File: config.mk
export PLATFORM = sky130hd
export DESIGN_NAME = virtqueue_desc_chain_manager
export DESIGN_NICKNAME = d
export VERILOG_FILES = /design/src/vdcm_pkg.sv /design/src/vdcm_desc_mem.sv /design/src/vdcm_free_map.sv /design/src/virtqueue_desc_chain_manager.sv
export SDC_FILE = /design/constraint.sdc
export NUM_CORES = 1
export LEC_CHECK = 0
export BUFFER_PORTS_ARGS = -buffer_cell sky130_fd_sc_hd__buf_4
export CAP_MARGIN = 5
export CORE_MARGIN = 2
export CORE_UTILIZATION = 30
export CTS_CLUSTER_SIZE = 10
export DETAILED_ROUTE_END_ITERATION = 10
export GPL_TIMING_DRIVEN = 0
export PLACE_DENSITY = 0.48
export SYNTH_ARGS = -nofsm -noshare
export SYNTH_HDL_FRONTEND = slang
export SYNTH_SLANG_ARGS = --single-unit
export TNS_END_PERCENT = 5
File: constraint.sdc
create_clock -name clk -period 5.7 [get_ports clk]
set_input_delay 0.855 -clock clk [delete_from_list [all_inputs] [get_ports clk]]
set_output_delay 0.855 -clock clk [all_outputs]
set_load 0.03 [all_outputs]
File: src/vdcm_pkg.sv
// Package of the virtqueue descriptor chain manager: widths, codes, types.
// No dependencies.
package vdcm_pkg;

    localparam int QUEUE_DEPTH_DEF = 8;

    localparam int SLOT_W    = 3;
    localparam int ADDR_W    = 64;
    localparam int SECTOR_W  = 31;
    localparam int RING_W    = 16;
    localparam int LEN_W     = 10;
    localparam int FLAGS_W   = 2;
    localparam int KIND_W    = 3;
    localparam int STATUS_W  = 8;
    localparam int CFG_IDX_W = 1;
    localparam int HDR_SHIFT = 4;

    localparam logic FUNC_SUBMIT   = 1'b0;
    localparam logic FUNC_COMPLETE = 1'b1;

    localparam logic [CFG_IDX_W-1:0] REG_HEADER_BASE = 1'b0;
    localparam logic [CFG_IDX_W-1:0] REG_STATUS_BASE = 1'b1;

    localparam logic [FLAGS_W-1:0] DESC_F_NEXT  = 2'b01;
    localparam logic [FLAGS_W-1:0] DESC_F_WRITE = 2'b10;

    localparam logic BLK_T_IN  = 1'b0;
    localparam logic BLK_T_OUT = 1'b1;

    localparam logic [LEN_W-1:0] SECTOR_BYTES = 10'd512;
    localparam logic [LEN_W-1:0] HDR_BYTES    = 10'd16;
    localparam logic [LEN_W-1:0] STATUS_BYTES = 10'd1;

    typedef enum logic [KIND_W-1:0] {
        KIND_DESC       = 3'd0,
        KIND_AVAIL      = 3'd1,
        KIND_NOTIFY     = 3'd2,
        KIND_REFUSED    = 3'd3,
        KIND_COMPLETION = 3'd4
    } kind_t;

    typedef enum logic [3:0] {
        ST_IDLE,
        ST_FIND_H,
        ST_FIND_D,
        ST_FIND_S,
        ST_HDR,
        ST_DATA,
        ST_STAT,
        ST_AVAIL,
        ST_NOTIFY,
        ST_WALK,
        ST_CPL
    } state_t;

    typedef struct packed {
        logic restart;
        logic pick;
        logic commit;
        logic free;
    } fm_cmd_t;

endpackage

File: src/vdcm_desc_mem.sv
// Descriptor memory holding the next index and flags of every descriptor.
// One write port and one read port, read data registered. No dependencies.
module vdcm_desc_mem #(
    parameter int DEPTH = 8,
    parameter int WIDTH = 5,
    localparam int IDX_W = $clog2(DEPTH)
) (
    input  logic             clk,
    input  logic             we,
    input  logic [IDX_W-1:0] waddr,
    input  logic [WIDTH-1:0] wdata,
    input  logic [IDX_W-1:0] raddr,
    output logic [WIDTH-1:0] rdata
);

    logic [WIDTH-1:0] mem [DEPTH];

    always_ff @(posedge clk)
    begin
        if (we)
        begin
            mem[waddr] <= wdata;
        end
    end

    always_ff @(posedge clk)
    begin
        rdata <= mem[raddr];
    end

endmodule

File: src/vdcm_free_map.sv
// Free-descriptor map with a lowest-free search and a pending pick mask.
// Depends on vdcm_pkg.
module vdcm_free_map
    import vdcm_pkg::*;
#(
    parameter int DEPTH = QUEUE_DEPTH_DEF,
    localparam int IDX_W = $clog2(DEPTH)
) (
    input  logic             clk,
    input  logic             rst_n,
    input  fm_cmd_t          cmd,
    input  logic [IDX_W-1:0] free_idx,
    output logic             found,
    output logic [IDX_W-1:0] found_idx
);

    logic [DEPTH-1:0] free_reg;
    logic [DEPTH-1:0] free_next;
    logic [DEPTH-1:0] pick_reg;
    logic [DEPTH-1:0] pick_next;
    logic [DEPTH-1:0] avail_bits;
    logic [DEPTH-1:0] lowest;

    assign avail_bits = free_reg & ~pick_reg;
    assign lowest     = avail_bits & (~avail_bits + DEPTH'(1));
    assign found      = |avail_bits;

    always_comb
    begin
        found_idx = '0;
        for (int i = DEPTH - 1; i >= 0; i--)
        begin
            if (avail_bits[i])
            begin
                found_idx = IDX_W'(i);
            end
        end
    end

    always_comb
    begin
        pick_next = pick_reg;
        free_next = free_reg;
        if (cmd.restart)
        begin
            pick_next = '0;
        end
        else if (cmd.pick)
        begin
            pick_next = pick_reg | lowest;
        end
        if (cmd.commit)
        begin
            free_next = free_reg & ~pick_reg;
        end
        if (cmd.free)
        begin
            free_next[free_idx] = 1'b1;
        end
    end

    always_ff @(posedge clk or negedge rst_n)
    begin
        if (!rst_n)
        begin
            free_reg <= '1;
            pick_reg <= '0;
        end
        else
        begin
            free_reg <= free_next;
            pick_reg <= pick_next;
        end
    end

endmodule

File: src/virtqueue_desc_chain_manager.sv
// Top level of the virtqueue descriptor chain manager for one-sector block requests.
// Depends on vdcm_pkg, vdcm_free_map and vdcm_desc_mem.
//
// Channel   Handshake                 Payload
// command   start, busy               func, buffer_addr, sector, is_write,
//                                     head_index, used_idx, disk_status
// result    result_valid (strobe)     kind, slot, addr, length, flags, next_slot,
//                                     req_type, req_sector, ok, ring_index, last
// config    cfg_we                    cfg_index, cfg_data
//
// A submit keeps busy high through three free-descriptor search states, one per
// descriptor, then five results on consecutive cycles; a refused submit ends after
// the first search state that finds no free descriptor, with a single result.
// A completion keeps busy high through one walk step per descriptor walked and the
// completion state; each step waits for the registered descriptor memory read.
// Reset frees every descriptor at once; there is no clearing pass.
// The receiver cannot stall; every result is shown for exactly one cycle.
module virtqueue_desc_chain_manager
    import vdcm_pkg::*;
#(
    parameter int QUEUE_DEPTH = QUEUE_DEPTH_DEF
) (
    input  logic                 clk,
    input  logic                 rst_n,
    input  logic                 cfg_we,
    input  logic [CFG_IDX_W-1:0] cfg_index,
    input  logic [ADDR_W-1:0]    cfg_data,
    input  logic                 start,
    output logic                 busy,
    input  logic                 func,
    input  logic [ADDR_W-1:0]    buffer_addr,
    input  logic [SECTOR_W-1:0]  sector,
    input  logic                 is_write,
    input  logic [SLOT_W-1:0]    head_index,
    input  logic [RING_W-1:0]    used_idx,
    input  logic [STATUS_W-1:0]  disk_status,
    output logic                 result_valid,
    output logic [KIND_W-1:0]    kind,
    output logic [SLOT_W-1:0]    slot,
    output logic [ADDR_W-1:0]    addr,
    output logic [LEN_W-1:0]     length,
    output logic [FLAGS_W-1:0]   flags,
    output logic [SLOT_W-1:0]    next_slot,
    output logic                 req_type,
    output logic [SECTOR_W-1:0]  req_sector,
    output logic                 ok,
    output logic [RING_W-1:0]    ring_index,
    output logic                 last
);

    localparam int IDX_W   = $clog2(QUEUE_DEPTH);
    localparam int CNT_W   = IDX_W + 1;
    localparam int ENTRY_W = IDX_W + FLAGS_W;
    localparam logic [IDX_W-1:0] STEP_LAST = IDX_W'(QUEUE_DEPTH - 1);

    state_t state_reg;
    state_t state_next;

    logic [ADDR_W-1:0]   hdr_base_reg;
    logic [ADDR_W-1:0]   hdr_base_next;
    logic [ADDR_W-1:0]   stat_base_reg;
    logic [ADDR_W-1:0]   stat_base_next;
    logic [RING_W-1:0]   avail_index_reg;
    logic [RING_W-1:0]   avail_index_next;
    logic [IDX_W-1:0]    avail_slot_reg;
    logic [IDX_W-1:0]    avail_slot_next;
    logic [RING_W-1:0]   last_used_reg;
    logic [RING_W-1:0]   last_used_next;

    logic [ADDR_W-1:0]   buf_reg;
    logic [ADDR_W-1:0]   buf_next;
    logic [SECTOR_W-1:0] sector_reg;
    logic [SECTOR_W-1:0] sector_next;
    logic                write_reg;
    logic                write_next;
    logic [SLOT_W-1:0]   head_reg;
    logic [SLOT_W-1:0]   head_next;
    logic                ok_reg;
    logic                ok_next;
    logic [IDX_W-1:0]    h_reg;
    logic [IDX_W-1:0]    h_next;
    logic [IDX_W-1:0]    d_reg;
    logic [IDX_W-1:0]    d_next;
    logic [IDX_W-1:0]    s_reg;
    logic [IDX_W-1:0]    s_next;
    logic [IDX_W-1:0]    cur_reg;
    logic [IDX_W-1:0]    cur_next;
    logic [IDX_W-1:0]    step_reg;
    logic [IDX_W-1:0]    step_next;

    logic                valid_reg;
    logic                valid_next;
    logic [KIND_W-1:0]   kind_reg;
    logic [KIND_W-1:0]   kind_next;
    logic [SLOT_W-1:0]   slot_reg;
    logic [SLOT_W-1:0]   slot_next;
    logic [ADDR_W-1:0]   addr_reg;
    logic [ADDR_W-1:0]   addr_next;
    logic [LEN_W-1:0]    length_reg;
    logic [LEN_W-1:0]    length_next;
    logic [FLAGS_W-1:0]  flags_reg;
    logic [FLAGS_W-1:0]  flags_next;
    logic [SLOT_W-1:0]   nslot_reg;
    logic [SLOT_W-1:0]   nslot_next;
    logic                rtype_reg;
    logic                rtype_next;
    logic [SECTOR_W-1:0] rsector_reg;
    logic [SECTOR_W-1:0] rsector_next;
    logic                rok_reg;
    logic                rok_next;
    logic [RING_W-1:0]   ring_reg;
    logic [RING_W-1:0]   ring_next;
    logic                last_reg;
    logic                last_next;

    logic                accept;
    logic                head_in_range;
    logic                found;
    logic [IDX_W-1:0]    found_idx;
    fm_cmd_t             fm_cmd;
    logic                mem_we;
    logic [IDX_W-1:0]    mem_waddr;
    logic [ENTRY_W-1:0]  mem_wdata;
    logic [IDX_W-1:0]    mem_raddr;
    logic [ENTRY_W-1:0]  mem_rdata;
    logic [IDX_W-1:0]    walk_nx;
    logic [FLAGS_W-1:0]  walk_fl;
    logic                walk_more;
    logic [FLAGS_W-1:0]  data_flags;

    assign busy          = (state_reg != ST_IDLE);
    assign accept        = start && !busy;
    assign head_in_range = (32'(head_index) < QUEUE_DEPTH);
    assign walk_nx       = mem_rdata[ENTRY_W-1:FLAGS_W];
    assign walk_fl       = mem_rdata[FLAGS_W-1:0];
    assign walk_more     = ((walk_fl & DESC_F_NEXT) != '0)
                           && ({1'b0, walk_nx} < CNT_W'(QUEUE_DEPTH))
                           && (step_reg != STEP_LAST);
    assign data_flags    = DESC_F_NEXT | (write_reg ? '0 : DESC_F_WRITE);

    vdcm_free_map #(
        .DEPTH (QUEUE_DEPTH)
    ) u_free_map (
        .clk       (clk),
        .rst_n     (rst_n),
        .cmd       (fm_cmd),
        .free_idx  (cur_reg),
        .found     (found),
        .found_idx (found_idx)
    );

    vdcm_desc_mem #(
        .DEPTH (QUEUE_DEPTH),
        .WIDTH (ENTRY_W)
    ) u_desc_mem (
        .clk   (clk),
        .we    (mem_we),
        .waddr (mem_waddr),
        .wdata (mem_wdata),
        .raddr (mem_raddr),
        .rdata (mem_rdata)
    );

    always_comb
    begin
        state_next = state_reg;
        case (state_reg)
            ST_IDLE:
            begin
                if (accept)
                begin
                    if (func == FUNC_SUBMIT)
                    begin
                        state_next = ST_FIND_H;
                    end
                    else if (head_in_range)
                    begin
                        state_next = ST_WALK;
                    end
                    else
                    begin
                        state_next = ST_CPL;
                    end
                end
            end
            ST_FIND_H:
            begin
                state_next = found ? ST_FIND_D : ST_IDLE;
            end
            ST_FIND_D:
            begin
                state_next = found ? ST_FIND_S : ST_IDLE;
            end
            ST_FIND_S:
            begin
                state_next = found ? ST_HDR : ST_IDLE;
            end
            ST_HDR:
            begin
                state_next = ST_DATA;
            end
            ST_DATA:
            begin
                state_next = ST_STAT;
            end
            ST_STAT:
            begin
                state_next = ST_AVAIL;
            end
            ST_AVAIL:
            begin
                state_next = ST_NOTIFY;
            end
            ST_NOTIFY:
            begin
                state_next = ST_IDLE;
            end
            ST_WALK:
            begin
                state_next = walk_more ? ST_WALK : ST_CPL;
            end
            ST_CPL:
            begin
                state_next = ST_IDLE;
            end
            default:
            begin
                state_next = ST_IDLE;
            end
        endcase
    end

    always_comb
    begin
        hdr_base_next    = hdr_base_reg;
        stat_base_next   = stat_base_reg;
        avail_index_next = avail_index_reg;
        avail_slot_next  = avail_slot_reg;
        last_used_next   = last_used_reg;
        buf_next         = buf_reg;
        sector_next      = sector_reg;
        write_next       = write_reg;
        head_next        = head_reg;
        ok_next          = ok_reg;
        h_next           = h_reg;
        d_next           = d_reg;
        s_next           = s_reg;
        cur_next         = cur_reg;
        step_next        = step_reg;

        if (cfg_we)
        begin
            case (cfg_index)
                REG_HEADER_BASE: hdr_base_next  = cfg_data;
                REG_STATUS_BASE: stat_base_next = cfg_data;
                default:         hdr_base_next  = hdr_base_reg;
            endcase
        end

        case (state_reg)
            ST_IDLE:
            begin
                if (accept)
                begin
                    buf_next    = buffer_addr;
                    sector_next = sector;
                    write_next  = is_write;
                    head_next   = head_index;
                    ok_next     = (disk_status == '0);
                    cur_next    = IDX_W'(head_index);
                    step_next   = '0;
                    if (func == FUNC_COMPLETE)
                    begin
                        last_used_next = used_idx;
                    end
                end
            end
            ST_FIND_H:
            begin
                h_next = found_idx;
            end
            ST_FIND_D:
            begin
                d_next = found_idx;
            end
            ST_FIND_S:
            begin
                s_next = found_idx;
            end
            ST_NOTIFY:
            begin
                avail_index_next = avail_index_reg + RING_W'(1);
                if ((avail_index_reg == '1) || (avail_slot_reg == STEP_LAST))
                begin
                    avail_slot_next = '0;
                end
                else
                begin
                    avail_slot_next = avail_slot_reg + IDX_W'(1);
                end
            end
            ST_WALK:
            begin
                cur_next  = walk_nx;
                step_next = step_reg + IDX_W'(1);
            end
            default:
            begin
                cur_next = cur_reg;
            end
        endcase
    end

    always_comb
    begin
        valid_next   = 1'b0;
        kind_next    = KIND_DESC;
        slot_next    = '0;
        addr_next    = '0;
        length_next  = '0;
        flags_next   = '0;
        nslot_next   = '0;
        rtype_next   = 1'b0;
        rsector_next = '0;
        rok_next     = 1'b0;
        ring_next    = '0;
        last_next    = 1'b0;
        fm_cmd       = '0;
        mem_we       = 1'b0;
        mem_waddr    = h_reg;
        mem_wdata    = '0;
        mem_raddr    = (state_reg == ST_WALK) ? walk_nx : IDX_W'(head_index);

        case (state_reg)
            ST_IDLE:
            begin
                fm_cmd.restart = 1'b1;
            end
            ST_FIND_H, ST_FIND_D, ST_FIND_S:
            begin
                if (found)
                begin
                    fm_cmd.pick = 1'b1;
                end
                else
                begin
                    valid_next = 1'b1;
                    kind_next  = KIND_REFUSED;
                    last_next  = 1'b1;
                end
            end
            ST_HDR:
            begin
                fm_cmd.commit = 1'b1;
                mem_we        = 1'b1;
                mem_waddr     = h_reg;
                mem_wdata     = {d_reg, DESC_F_NEXT};
                valid_next    = 1'b1;
                slot_next     = SLOT_W'(h_reg);
                addr_next     = hdr_base_reg + (ADDR_W'(h_reg) << HDR_SHIFT);
                length_next   = HDR_BYTES;
                flags_next    = DESC_F_NEXT;
                nslot_next    = SLOT_W'(d_reg);
                rtype_next    = write_reg ? BLK_T_OUT : BLK_T_IN;
                rsector_next  = sector_reg;
            end
            ST_DATA:
            begin
                mem_we      = 1'b1;
                mem_waddr   = d_reg;
                mem_wdata   = {s_reg, data_flags};
                valid_next  = 1'b1;
                slot_next   = SLOT_W'(d_reg);
                addr_next   = buf_reg;
                length_next = SECTOR_BYTES;
                flags_next  = data_flags;
                nslot_next  = SLOT_W'(s_reg);
            end
            ST_STAT:
            begin
                mem_we      = 1'b1;
                mem_waddr   = s_reg;
                mem_wdata   = {IDX_W'(0), DESC_F_WRITE};
                valid_next  = 1'b1;
                slot_next   = SLOT_W'(s_reg);
                addr_next   = stat_base_reg + ADDR_W'(h_reg);
                length_next = STATUS_BYTES;
                flags_next  = DESC_F_WRITE;
            end
            ST_AVAIL:
            begin
                valid_next = 1'b1;
                kind_next  = KIND_AVAIL;
                slot_next  = SLOT_W'(avail_slot_reg);
                nslot_next = SLOT_W'(h_reg);
            end
            ST_NOTIFY:
            begin
                valid_next = 1'b1;
                kind_next  = KIND_NOTIFY;
                ring_next  = avail_index_reg + RING_W'(1);
                last_next  = 1'b1;
            end
            ST_WALK:
            begin
                fm_cmd.free = 1'b1;
            end
            ST_CPL:
            begin
                valid_next = 1'b1;
                kind_next  = KIND_COMPLETION;
                slot_next  = head_reg;
                rok_next   = ok_reg;
                ring_next  = last_used_reg;
                last_next  = 1'b1;
            end
            default:
            begin
                valid_next = 1'b0;
            end
        endcase
    end

    always_ff @(posedge clk or negedge rst_n)
    begin
        if (!rst_n)
        begin
            state_reg       <= ST_IDLE;
            hdr_base_reg    <= '0;
            stat_base_reg   <= '0;
            avail_index_reg <= '0;
            avail_slot_reg  <= '0;
            last_used_reg   <= '0;
            valid_reg       <= 1'b0;
        end
        else
        begin
            state_reg       <= state_next;
            hdr_base_reg    <= hdr_base_next;
            stat_base_reg   <= stat_base_next;
            avail_index_reg <= avail_index_next;
            avail_slot_reg  <= avail_slot_next;
            last_used_reg   <= last_used_next;
            valid_reg       <= valid_next;
        end
    end

    always_ff @(posedge clk)
    begin
        buf_reg     <= buf_next;
        sector_reg  <= sector_next;
        write_reg   <= write_next;
        head_reg    <= head_next;
        ok_reg      <= ok_next;
        h_reg       <= h_next;
        d_reg       <= d_next;
        s_reg       <= s_next;
        cur_reg     <= cur_next;
        step_reg    <= step_next;
        kind_reg    <= kind_next;
        slot_reg    <= slot_next;
        addr_reg    <= addr_next;
        length_reg  <= length_next;
        flags_reg   <= flags_next;
        nslot_reg   <= nslot_next;
        rtype_reg   <= rtype_next;
        rsector_reg <= rsector_next;
        rok_reg     <= rok_next;
        ring_reg    <= ring_next;
        last_reg    <= last_next;
    end

    assign result_valid = valid_reg;
    assign kind         = kind_reg;
    assign slot         = slot_reg;
    assign addr         = addr_reg;
    assign length       = length_reg;
    assign flags        = flags_reg;
    assign next_slot    = nslot_reg;
    assign req_type     = rtype_reg;
    assign req_sector   = rsector_reg;
    assign ok           = rok_reg;
    assign ring_index   = ring_reg;
    assign last         = last_reg;

endmodule

==> results of run 1 <==
worst register-to-register path, stage by stage (launching register included):
cell and delay [ns]:
edfxtp_1 0.50, ha_1 0.24, inv_1 0.06, fa_1 0.39, nand2b_1 0.22, a21oi_1 0.48, buf_1 0.64, nand4_4 0.35
o31a_1 0.35, nor3_1 0.14, o22ai_1 0.14
stage by stage:
stage	TNS, ns	power [mW]	util (%)
CTS	0	11.7	38.6
global route	0	12.1	38.6
finish	0	11.5	38.6
detailed placement	0	8.27	36.0
global placement	-44.41	8.23	35.8
floorplan	0	6.74	-
layer usage:
layer	global-route usage, %	part of all wire (%)	vias to the layer above
met3	3.35	5.6	114
met4	5.65	2.6	2
met2	31.8	47	495
met5	0	0.015	-
met1	26.7	44	7235
li1	-	-	6624
kinds of logic (layout without fill, tap and decap cells):
family          after synthesis  in the layout  share of synthesized area [%]
compound gates              191            191                           6.68
xor+xnor                    136            136                           6.08
fa+ha+maj                    13             13                          0.907
buf+inv                      98            527                           2.25
flops                       463            463                           59.6
mux                         178            178                           10.0
other cells                   1              8                         0.0192
simple gates                524            524                           14.4
cell usage in the layout, fill, tap and decap left out, drive strengths merged, types with 73 or more instances in the layout:
master / instances
nand2: 135
xnor2: 78
nor2: 91
mux2: 143
clkbuf: 133
nand3: 73
dfrtp: 176
dfxtp: 132
edfxtp: 147
buf: 359
power by group through the flow:
stage	combinational, mW	sequential, mW	clock [mW]
floorplan	1.51	5.23	0
global placement	3.34	4.89	0
detailed placement	3.40	4.86	0
CTS	3.42	4.81	3.44
global route	3.65	4.89	3.58
finish	3.38	4.82	3.35
worst min path at each step:
stage                        start            endpoint  slack [ns]  cells past startpoint
finish                       rst_n    last_used_reg[8]        0.23                      1
global placement    sector_reg[18]      req_sector[18]        0.45                      1
CTS                          rst_n  avail_index_reg[2]        0.27                      1
global route                 rst_n  avail_index_reg[2]        0.30                      1
floorplan              buf_reg[10]            addr[10]        0.43                      2
detailed placement      buf_reg[5]             addr[5]        0.44                      2
layout make-up:
cell class	instances	area share [%]
Clock buffer	96	6.59
Tap cell	855	4.30
Multi-Input combinational cell	1049	30.1
Inverter	28	0.422
Timing Repair Buffer	326	10.1
Sequential cell	463	46.9
Clock inverter	7	0.301
Buffer	70	1.35
Antenna cell	1	0.0100
==> flow_summary.json, run 1 <==
{
  "status": "completed",
  "cap_viol_max_count": 0,
  "path_delay_family": "compound AO/OA/AOI/OAI gates",
  "nets": 2199,
  "synth_edf_count": 147,
  "path_max_fanout": 10,
  "syn_area_um2": 19600,
  "die_h_um": 259,
  "netlist-cell-type-count": 72,
  "place.gp.congestion": 0.881,
  "ff_latch_area_um2": 11700,
  "cts_hold_buf": 0,
  "relSlewSlack_pct": 27.0,
  "power_switching_mw": 4.08,
  "crit_start": "h_reg[0]",
  "rr_endpoint": "addr[54]",
  "multi_input_area_um2": 7490,
  "num_vias": 14500,
  "avgRoutedWirePerCell_um": 23.0,
  "dpl_cell_area_um2": 23200,
  "yosysMostFrequentCell": "dfrtp_1",
  "rsz0062_at_grt": "no",
  "grt_max_degree": 94,
  "min_path_type": "input port to asynchronous set/reset pin",
  "period_needed_ns": 3.69,
  "synth.ff_latch_count": 463,
  "clk_pin_slew_ns": 0.06,
  "cp.required_ns": 6.11,
  "io_pins": 330,
  "r2r_start": "h_reg[0]",
  "setup_ws_ns": 2.01,
  "cts_setup_buffers": 0,
  "worst-path-buf-inv": 2,
  "wirelength_mm": 66.6,
  "first_pass_iters": 5,
  "viasPerCell": 5.00,
  "end_kind": "register",
  "cts_tree": "built",
  "clockBufferDepth": 3,
  "fin_cells": 2895,
  "crit_cells": 10,
  "finalSetupViolCount": 0,
  "maxSlewViolCount": 0,
  "grt_pass1_wl_mm": 97.2,
  "drc": 0,
  "io_buffer_count": 322,
  "pre_cts_ws_ns": 2.02,
  "critPathKind": "register to register",
  "initial_utilization_pct": 30.4,
  "synth-async-reset-ratio_pct": 39.7,
  "track_usage_pct": 19.6,
  "fmax_mhz": 271,
  "grt_overflow": 0,
  "area_delta_synth_final_pct": 27.2,
  "dpl.cell_count": 2790,
  "fp.dieW_um": 259,
  "endpoint": "addr[54]",
  "dp_hpwl_mm": 49.0,
  "fillers": 6390,
  "htree_num_levels": 2,
  "synthTopCellsByArea": "edfxtp_1 23%, dfrtp_1 22%, dfxtp_1 13%, mux2_2 8.2%, xnor2_1 3.5%",
  "cts_sinks": 463,
  "clock_latency_ns": 0.62,
  "synth_flop_cell": "dfrtp_1",
  "postSynthAreaPerCell_um2": 12.2,
  "ir_worst_vdd_mv": 0.296,
  "root_buffer": "clkbuf_16",
  "power.static_leakage_nw": 9.97,
  "seq_area_frac_synth_pct": 59.6,
  "cts_buffers": 55,
  "rrSetupSlack_ns": 2.01,
  "path_cells": "ha_1 > inv_1 > fa_1 > nand2b_1 > a21oi_1 > buf_1 > nand4_4 > o31a_1 > nor3_1 > o22ai_1",
  "cp_slowest_stage_delay_ns": 0.63,
  "drive_above_1_share_pct": 30.0,
  "ant_nets": 0,
  "drtIter0Drc": 1005,
  "power_density_nw_per_um2": 464,
  "finalHoldViolCount": 0,
  "netlist_top_cells_count": "176 x dfrtp_1, 147 x edfxtp_1, 143 x mux2_2, 135 x nand2_1, 132 x dfxtp_1",
  "clockPowerShare_pct": 29.0,
  "finalClockSkew_ns": 0.0323,
  "grt_pass1_vias": 14700,
  "final_area_um2": 24900,
  "arrival_ns": 4.10,
  "yosys_warnings": 0,
  "fin_crit_sh_pct": 64.8,
  "r2r_cells": 10,
  "combPwrFrac_pct": 29.3,
  "dieArea_um2": 67300,
  "synthCells": 1604,
  "intPower_mw": 7.46,
  "core_um2": 64500,
  "post-synth-top-area-fraction_pct": 22.5,
  "hold_ws_ns": 0.228,
  "crit_path_start_kind": "register",
  "cts.repair.resized": 0,
  "power_frac_seq_pct": 41.7,
  "cp_slowest_cell": "buf_1",
  "yosysTopAreaCell": "edfxtp_1",
  "tightest_slew_ns": 1.10,
  "rows": 93,
  "antenna_found_initial": 1,
  "swShare_pct": 35.4
}
No activity file was read; power rests on OpenSTA's default activity.
==> inputs of run 2 (changes only) <==
Settings changed: ABC_AREA from default to 1, PLACE_DENSITY 0.48 to 0.49.
Clock period 5.7 ns to 3.1 ns, I/O delays scaled along.
==> flow_summary.json, run 2 <==
{
  "drive_above_1_share_pct": 15.8,
  "min_path_type": "input port to register",
  "dieArea_um2": 72500,
  "status": "completed",
  "path_cells": "ha_1 > inv_1 > fa_1 > inv_1 > nand3_1 > nand2_1 > nand2_1 > nor2_2 > nand3_1 > nand2_1 > nand3_1 > nand3_1",
  "critPathKind": "register to register",
  "netlist_top_cells_count": "727 x nand2_1, 316 x inv_1, 315 x nor2_1, 230 x nand3_1, 201 x o21ai_0",
  "endpoint": "addr[46]",
  "fmax_mhz": 329,
  "totalPowerFinal_mw": 19.6,
  "grt_pass1_vias": 19200,
  "cts_setup_buffers": 0,
  "viasPerCell": 4.78,
  "cts_buffers": 54,
  "power.static_leakage_nw": 12.2,
  "ir_worst_vdd_mv": 0.488,
  "synth-async-reset-ratio_pct": 39.7,
  "synthCells": 2576,
  "synth.ff_latch_count": 463,
  "ff_latch_area_um2": 11700,
  "rows": 97,
  "fin_cells": 4012,
  "wirelength_mm": 85.4,
  "yosys_warnings": 0,
  "postSynthAreaPerCell_um2": 8.20,
  "finalClockSkew_ns": 0.0267,
  "antenna_found_initial": 3,
  "cts_sinks": 463,
  "min_from": "buffer_addr[44]",
  "clockBufferDepth": 3,
  "cp_slowest_stage_delay_ns": 0.45,
  "cp.required_ns": 3.63,
  "htree_num_levels": 2,
  "root_buffer": "clkbuf_16",
  "tightest_slew_ns": 1.25,
  "r2r_cells": 12,
  "grt_pass1_wl_mm": 124,
  "path_delay_family": "simple AND/OR/NAND/NOR gates",
  "track_usage_pct": 23.2,
  "nets": 3232,
  "drc": 0,
  "finalSetupViolCount": 0,
  "grt_overflow": 0,
  "final_cell_mix": "727 x nand2_1, 328 x buf_4, 315 x inv_1",
  "initial_utilization_pct": 30.2,
  "area_delta_synth_final_pct": 28.5,
  "path_common_cell": "nand3_1",
  "cts_tree": "built",
  "relSlewSlack_pct": 16.9,
  "yosysMostFrequentCell": "nand2_1",
  "io_buffer_count": 322,
  "num_vias": 19200,
  "dpl_cell_area_um2": 24800,
  "rsz0062_at_grt": "yes",
  "yosysTopAreaCell": "edfxtp_1",
  "r2r_start": "h_reg[0]",
  "path_max_fanout": 4,
  "avgRoutedWirePerCell_um": 21.3,
  "rr_endpoint": "addr[46]",
  "maxSlewViolCount": 0,
  "drtIter0Drc": 1412,
  "end_kind": "register",
  "crit_cells": 12,
  "cp_slowest_cell": "edfxtp_1",
  "fin_crit_sh_pct": 98.1,
  "fillers": 7295,
  "synth_edf_count": 147,
  "core_um2": 69900,
  "synth_flop_cell": "dfrtp_1",
  "first_pass_iters": 5,
  "finalHoldViolCount": 0,
  "fp.dieW_um": 269,
  "rrSetupSlack_ns": 0.06,
  "crit_start": "h_reg[0]",
  "final_common_cell": "nand2_1",
  "grt_max_degree": 103,
  "period_needed_ns": 3.04,
  "dpl.cell_count": 3848,
  "power_density_nw_per_um2": 722,
  "io_pins": 330,
  "clk_pin_slew_ns": 0.06,
  "holdPathStages": 1,
  "diodes": 0,
  "worst-path-buf-inv": 2,
  "arrival_ns": 3.57,
  "dp_hpwl_mm": 67.9,
  "netlist-cell-type-count": 49,
  "synthTopCellsByArea": "edfxtp_1 21%, dfrtp_1 21%, nand2_1 13%, dfxtp_1 13%, inv_1 5.6%",
  "multi_input_area_um2": 7940,
  "final_area_um2": 27100,
  "syn_area_um2": 21100,
  "cap_viol_max_count": 0,
  "die_h_um": 269,
  "crit_path_start_kind": "register",
  "place.gp.congestion": 0.957,
  "ant_nets": 0,
  "clock_latency_ns": 0.63,
  "seq_area_frac_synth_pct": 55.3,
  "post-synth-top-area-fraction_pct": 20.9
}
==> run 2: changes by cell type after synthesis, sizes merged, moves of 28 or more <==
cell	delta
nor2	+234
and3	-55
xor2	-55
o21bai	+28
inv	+291
mux2i	-35
xnor2	-76
a22oi	-28
o21ai	+149
nand3	+157
mux2	-127
nand2	+597
==> run 2: worst min-delay path by stage <==
stage          slack (ns)            endpoint
5_1_grt             0.004         buf_reg[34]
4_1_cts            0.0008         buf_reg[34]
6_report             0.03         buf_reg[44]
2_1_floorplan        0.17  avail_index_reg[0]
3_3_place_gp         0.44      req_sector[25]
3_5_place_dp         0.45       req_sector[0]
==> run 2: metal layers <==
layer	GRT usage (%)	wire length [µm]
met1	28.3	35100
met2	40.5	42200
met3	3.94	4510
met4	9.25	3550
met5	0	30
==> run 2: kinds of logic after synthesis <==
| family | count (synthesis) | share of synthesized area [%] |
|---|---|---|
| simple gates | 1369 | 27.0 |
| flops | 463 | 55.3 |
| buf+inv | 390 | 7.28 |
| compound gates | 319 | 8.40 |
| mux | 16 | 1.03 |
| fa+ha+maj | 13 | 0.841 |
| xor+xnor | 5 | 0.207 |
| other cells | 1 | 0.0178 |
==> run 2: cell type report <==
type	count	share of cell area (%)
Tap cell	940	4.34
Buffer	70	1.25
Timing Repair Buffer	388	11.5
Sequential cell	463	43.0
Clock buffer	96	5.71
Inverter	320	4.45
Multi-Input combinational cell	1729	29.3
Clock inverter	6	0.411
==> run 2: timing repair <==
item                                    CTS  global route
hold endpoints to repair                143             0
gates resized for setup                   1             2
cloned                                    0             0
endpoints found under the setup margin    3             7
hold buffers                             62             0
==> run 2: where the power goes <==
part / switching [mW] / leakage, nW / internal (mW)
Sequential: 0.865 / 4.72 / 7.68
Combinational: 3.37 / 6.71 / 1.66
Clock: 2.56 / 0.785 / 3.46
==> run 2: metrics by stage <==
step | TNS (ns) | hold slack, ns | utilization [%] | worst slack (ns)
after floorplan | -1.24 | 0.169 | - | -0.124
after global routing | -0.160 | 0.00350 | 38.8 | -0.0673
after CTS | 0 | 0.000776 | 38.8 | 0.0747
final | 0 | 0.0327 | 38.8 | 0.0578
after global placement | -106.15 | 0.444 | 35.4 | -1.47
after detailed placement | -0.00366 | 0.448 | 35.5 | -0.00366
==> inputs of run 3 (changes only) <==
Settings changed: SETUP_SLACK_MARGIN from default to 0.1.
==> flow_summary.json, run 3 (same netlist as run 2, synthesis figures left out) <==
{
  "grt_max_degree": 103,
  "cap_viol_max_count": 0,
  "die_h_um": 269,
  "grt_overflow": 0,
  "cts_setup_buffers": 0,
  "fmax_mhz": 346,
  "end_kind": "register",
  "fin_crit_sh_pct": 93.1,
  "fp.dieW_um": 269,
  "multi_input_area_um2": 7950,
  "htree_num_levels": 2,
  "diodes": 0,
  "arrival_ns": 3.43,
  "min_path_type": "input port to register",
  "dieArea_um2": 72500,
  "final_common_cell": "nand2_1",
  "dpl_cell_area_um2": 24800,
  "cp.required_ns": 3.64,
  "path_cells": "ha_1 > inv_1 > fa_1 > inv_1 > nand2_1 > nand2_1 > nand3_1 > nor2_1 > nand3_1 > nand2_1 > nand3_1 > nand3_1",
  "clk_pin_slew_ns": 0.06,
  "status": "completed",
  "fillers": 7293,
  "io_pins": 330,
  "cts_buffers": 54,
  "hold_end": "buf_reg[44]",
  "period_needed_ns": 2.89,
  "r2r_cells": 12,
  "clock_latency_ns": 0.63,
  "ant_nets": 0,
  "finalHoldViolCount": 0,
  "root_buffer": "clkbuf_16",
  "grt_pass1_vias": 19200,
  "grt_pass1_wl_mm": 124,
  "finalClockSkew_ns": 0.0267,
  "cts_tree": "built",
  "drive_above_1_share_pct": 15.9,
  "track_usage_pct": 23.2,
  "rrSetupSlack_ns": 0.21,
  "path_max_fanout": 6,
  "ff_latch_area_um2": 11700,
  "tightest_slew_ns": 1.24,
  "rr_endpoint": "addr[50]",
  "first_pass_iters": 5,
  "tns_ns": 0,
  "place.gp.congestion": 0.957,
  "maxSlewViolCount": 0,
  "power.static_leakage_nw": 12.2,
  "cp_slowest_cell": "nor2_1",
  "r2r_start": "h_reg[0]",
  "wirelength_mm": 85.4,
  "totalPowerFinal_mw": 19.6,
  "final_cell_mix": "726 x nand2_1, 328 x buf_4, 314 x inv_1",
  "viasPerCell": 4.78,
  "dp_hpwl_mm": 67.9,
  "io_buffer_count": 322,
  "final_area_um2": 27100,
  "initial_utilization_pct": 30.2,
  "critPathKind": "register to register",
  "antenna_found_initial": 3,
  "holdPathStages": 1,
  "relSlewSlack_pct": 17.1,
  "finalSetupViolCount": 0,
  "setup_ws_ns": 0.214,
  "cp_slowest_stage_delay_ns": 0.56,
  "avgRoutedWirePerCell_um": 21.3,
  "ir_worst_vdd_mv": 0.488,
  "crit_path_start_kind": "register",
  "final_util_pct": 38.8,
  "cts_sinks": 463,
  "drc": 0,
  "area_delta_synth_final_pct": 28.5,
  "min_from": "buffer_addr[44]",
  "clockBufferDepth": 3,
  "pre_cts_ws_ns": -0.00366,
  "nets": 3232,
  "rsz0062_at_grt": "yes",
  "drtIter0Drc": 1408,
  "rows": 97,
  "core_um2": 69900,
  "num_vias": 19200,
  "path_common_cell": "nand3_1",
  "power_density_nw_per_um2": 722
}
[run 3: cell types whose count changed in the layout (fill, tap and decap cells not counted)]
cell,delta
inv_1,-1
inv_2,+1
nand2_1,-1
nand2_2,+1
nor2_2,-1
nor2_4,+1
[run 3: power by group]
part	internal (mW)	switching [mW]	total, mW
clock network	3.46	2.56	6.02
registers	7.68	0.866	8.54
logic	1.66	3.37	5.03
[run 3: how the worst max path moves through the flow]
stage	cells after the start	from	to	slack, ns
final	12	h_reg[0]	addr[50]	0.21
after global routing	11	h_reg[0]	addr[34]	0.07
after CTS	12	h_reg[0]	addr[32]	0.11
after detailed placement	12	h_reg[0]	addr[46]	-0.004
after global placement	8	state_reg[0]	last_used_reg[11]	-1.47
after floorplan	8	state_reg[0]	last_used_reg[10]	-0.12
[run 3: per-layer routing]
metal	vias up	global-route usage [%]	share of wire, %
li1	9219	-	-
met5	-	0	0.035
met1	9243	28.3	41
met4	4	9.25	4.2
met2	566	40.5	49
met3	156	3.94	5.3
[run 3: critical path: cells and delay by family (launching register included)]
kind	cells	cell delay, ns
fa+ha+maj	2	0.69
buf+inv	2	0.16
flops	1	0.45
simple gates	8	1.50
[run 3: layout make-up]
class / instances / area share, %
buffer: 70 / 1.25
inverter: 320 / 4.45
timing repair buffer: 388 / 11.5
sequential: 463 / 43.0
clock inverter: 6 / 0.410
tap: 940 / 4.33
clock buffer: 96 / 5.71
multi-input combinational: 1729 / 29.3
[run 3: timing repair]
item | in CTS | in global routing
setup endpoints to repair | 3 | 13
resized for setup | 2 | 4
hold endpoints to repair | 143 | 0
hold buffers | 62 | 0
[run 3: per-stage QoR]
step	hold slack [ns]	std cells
after floorplan	0.169	2582
after global placement	0.444	3844
after detailed placement	0.448	3848
after CTS	0.000776	4012
after global routing	0.00350	4012
final	0.0329	4012
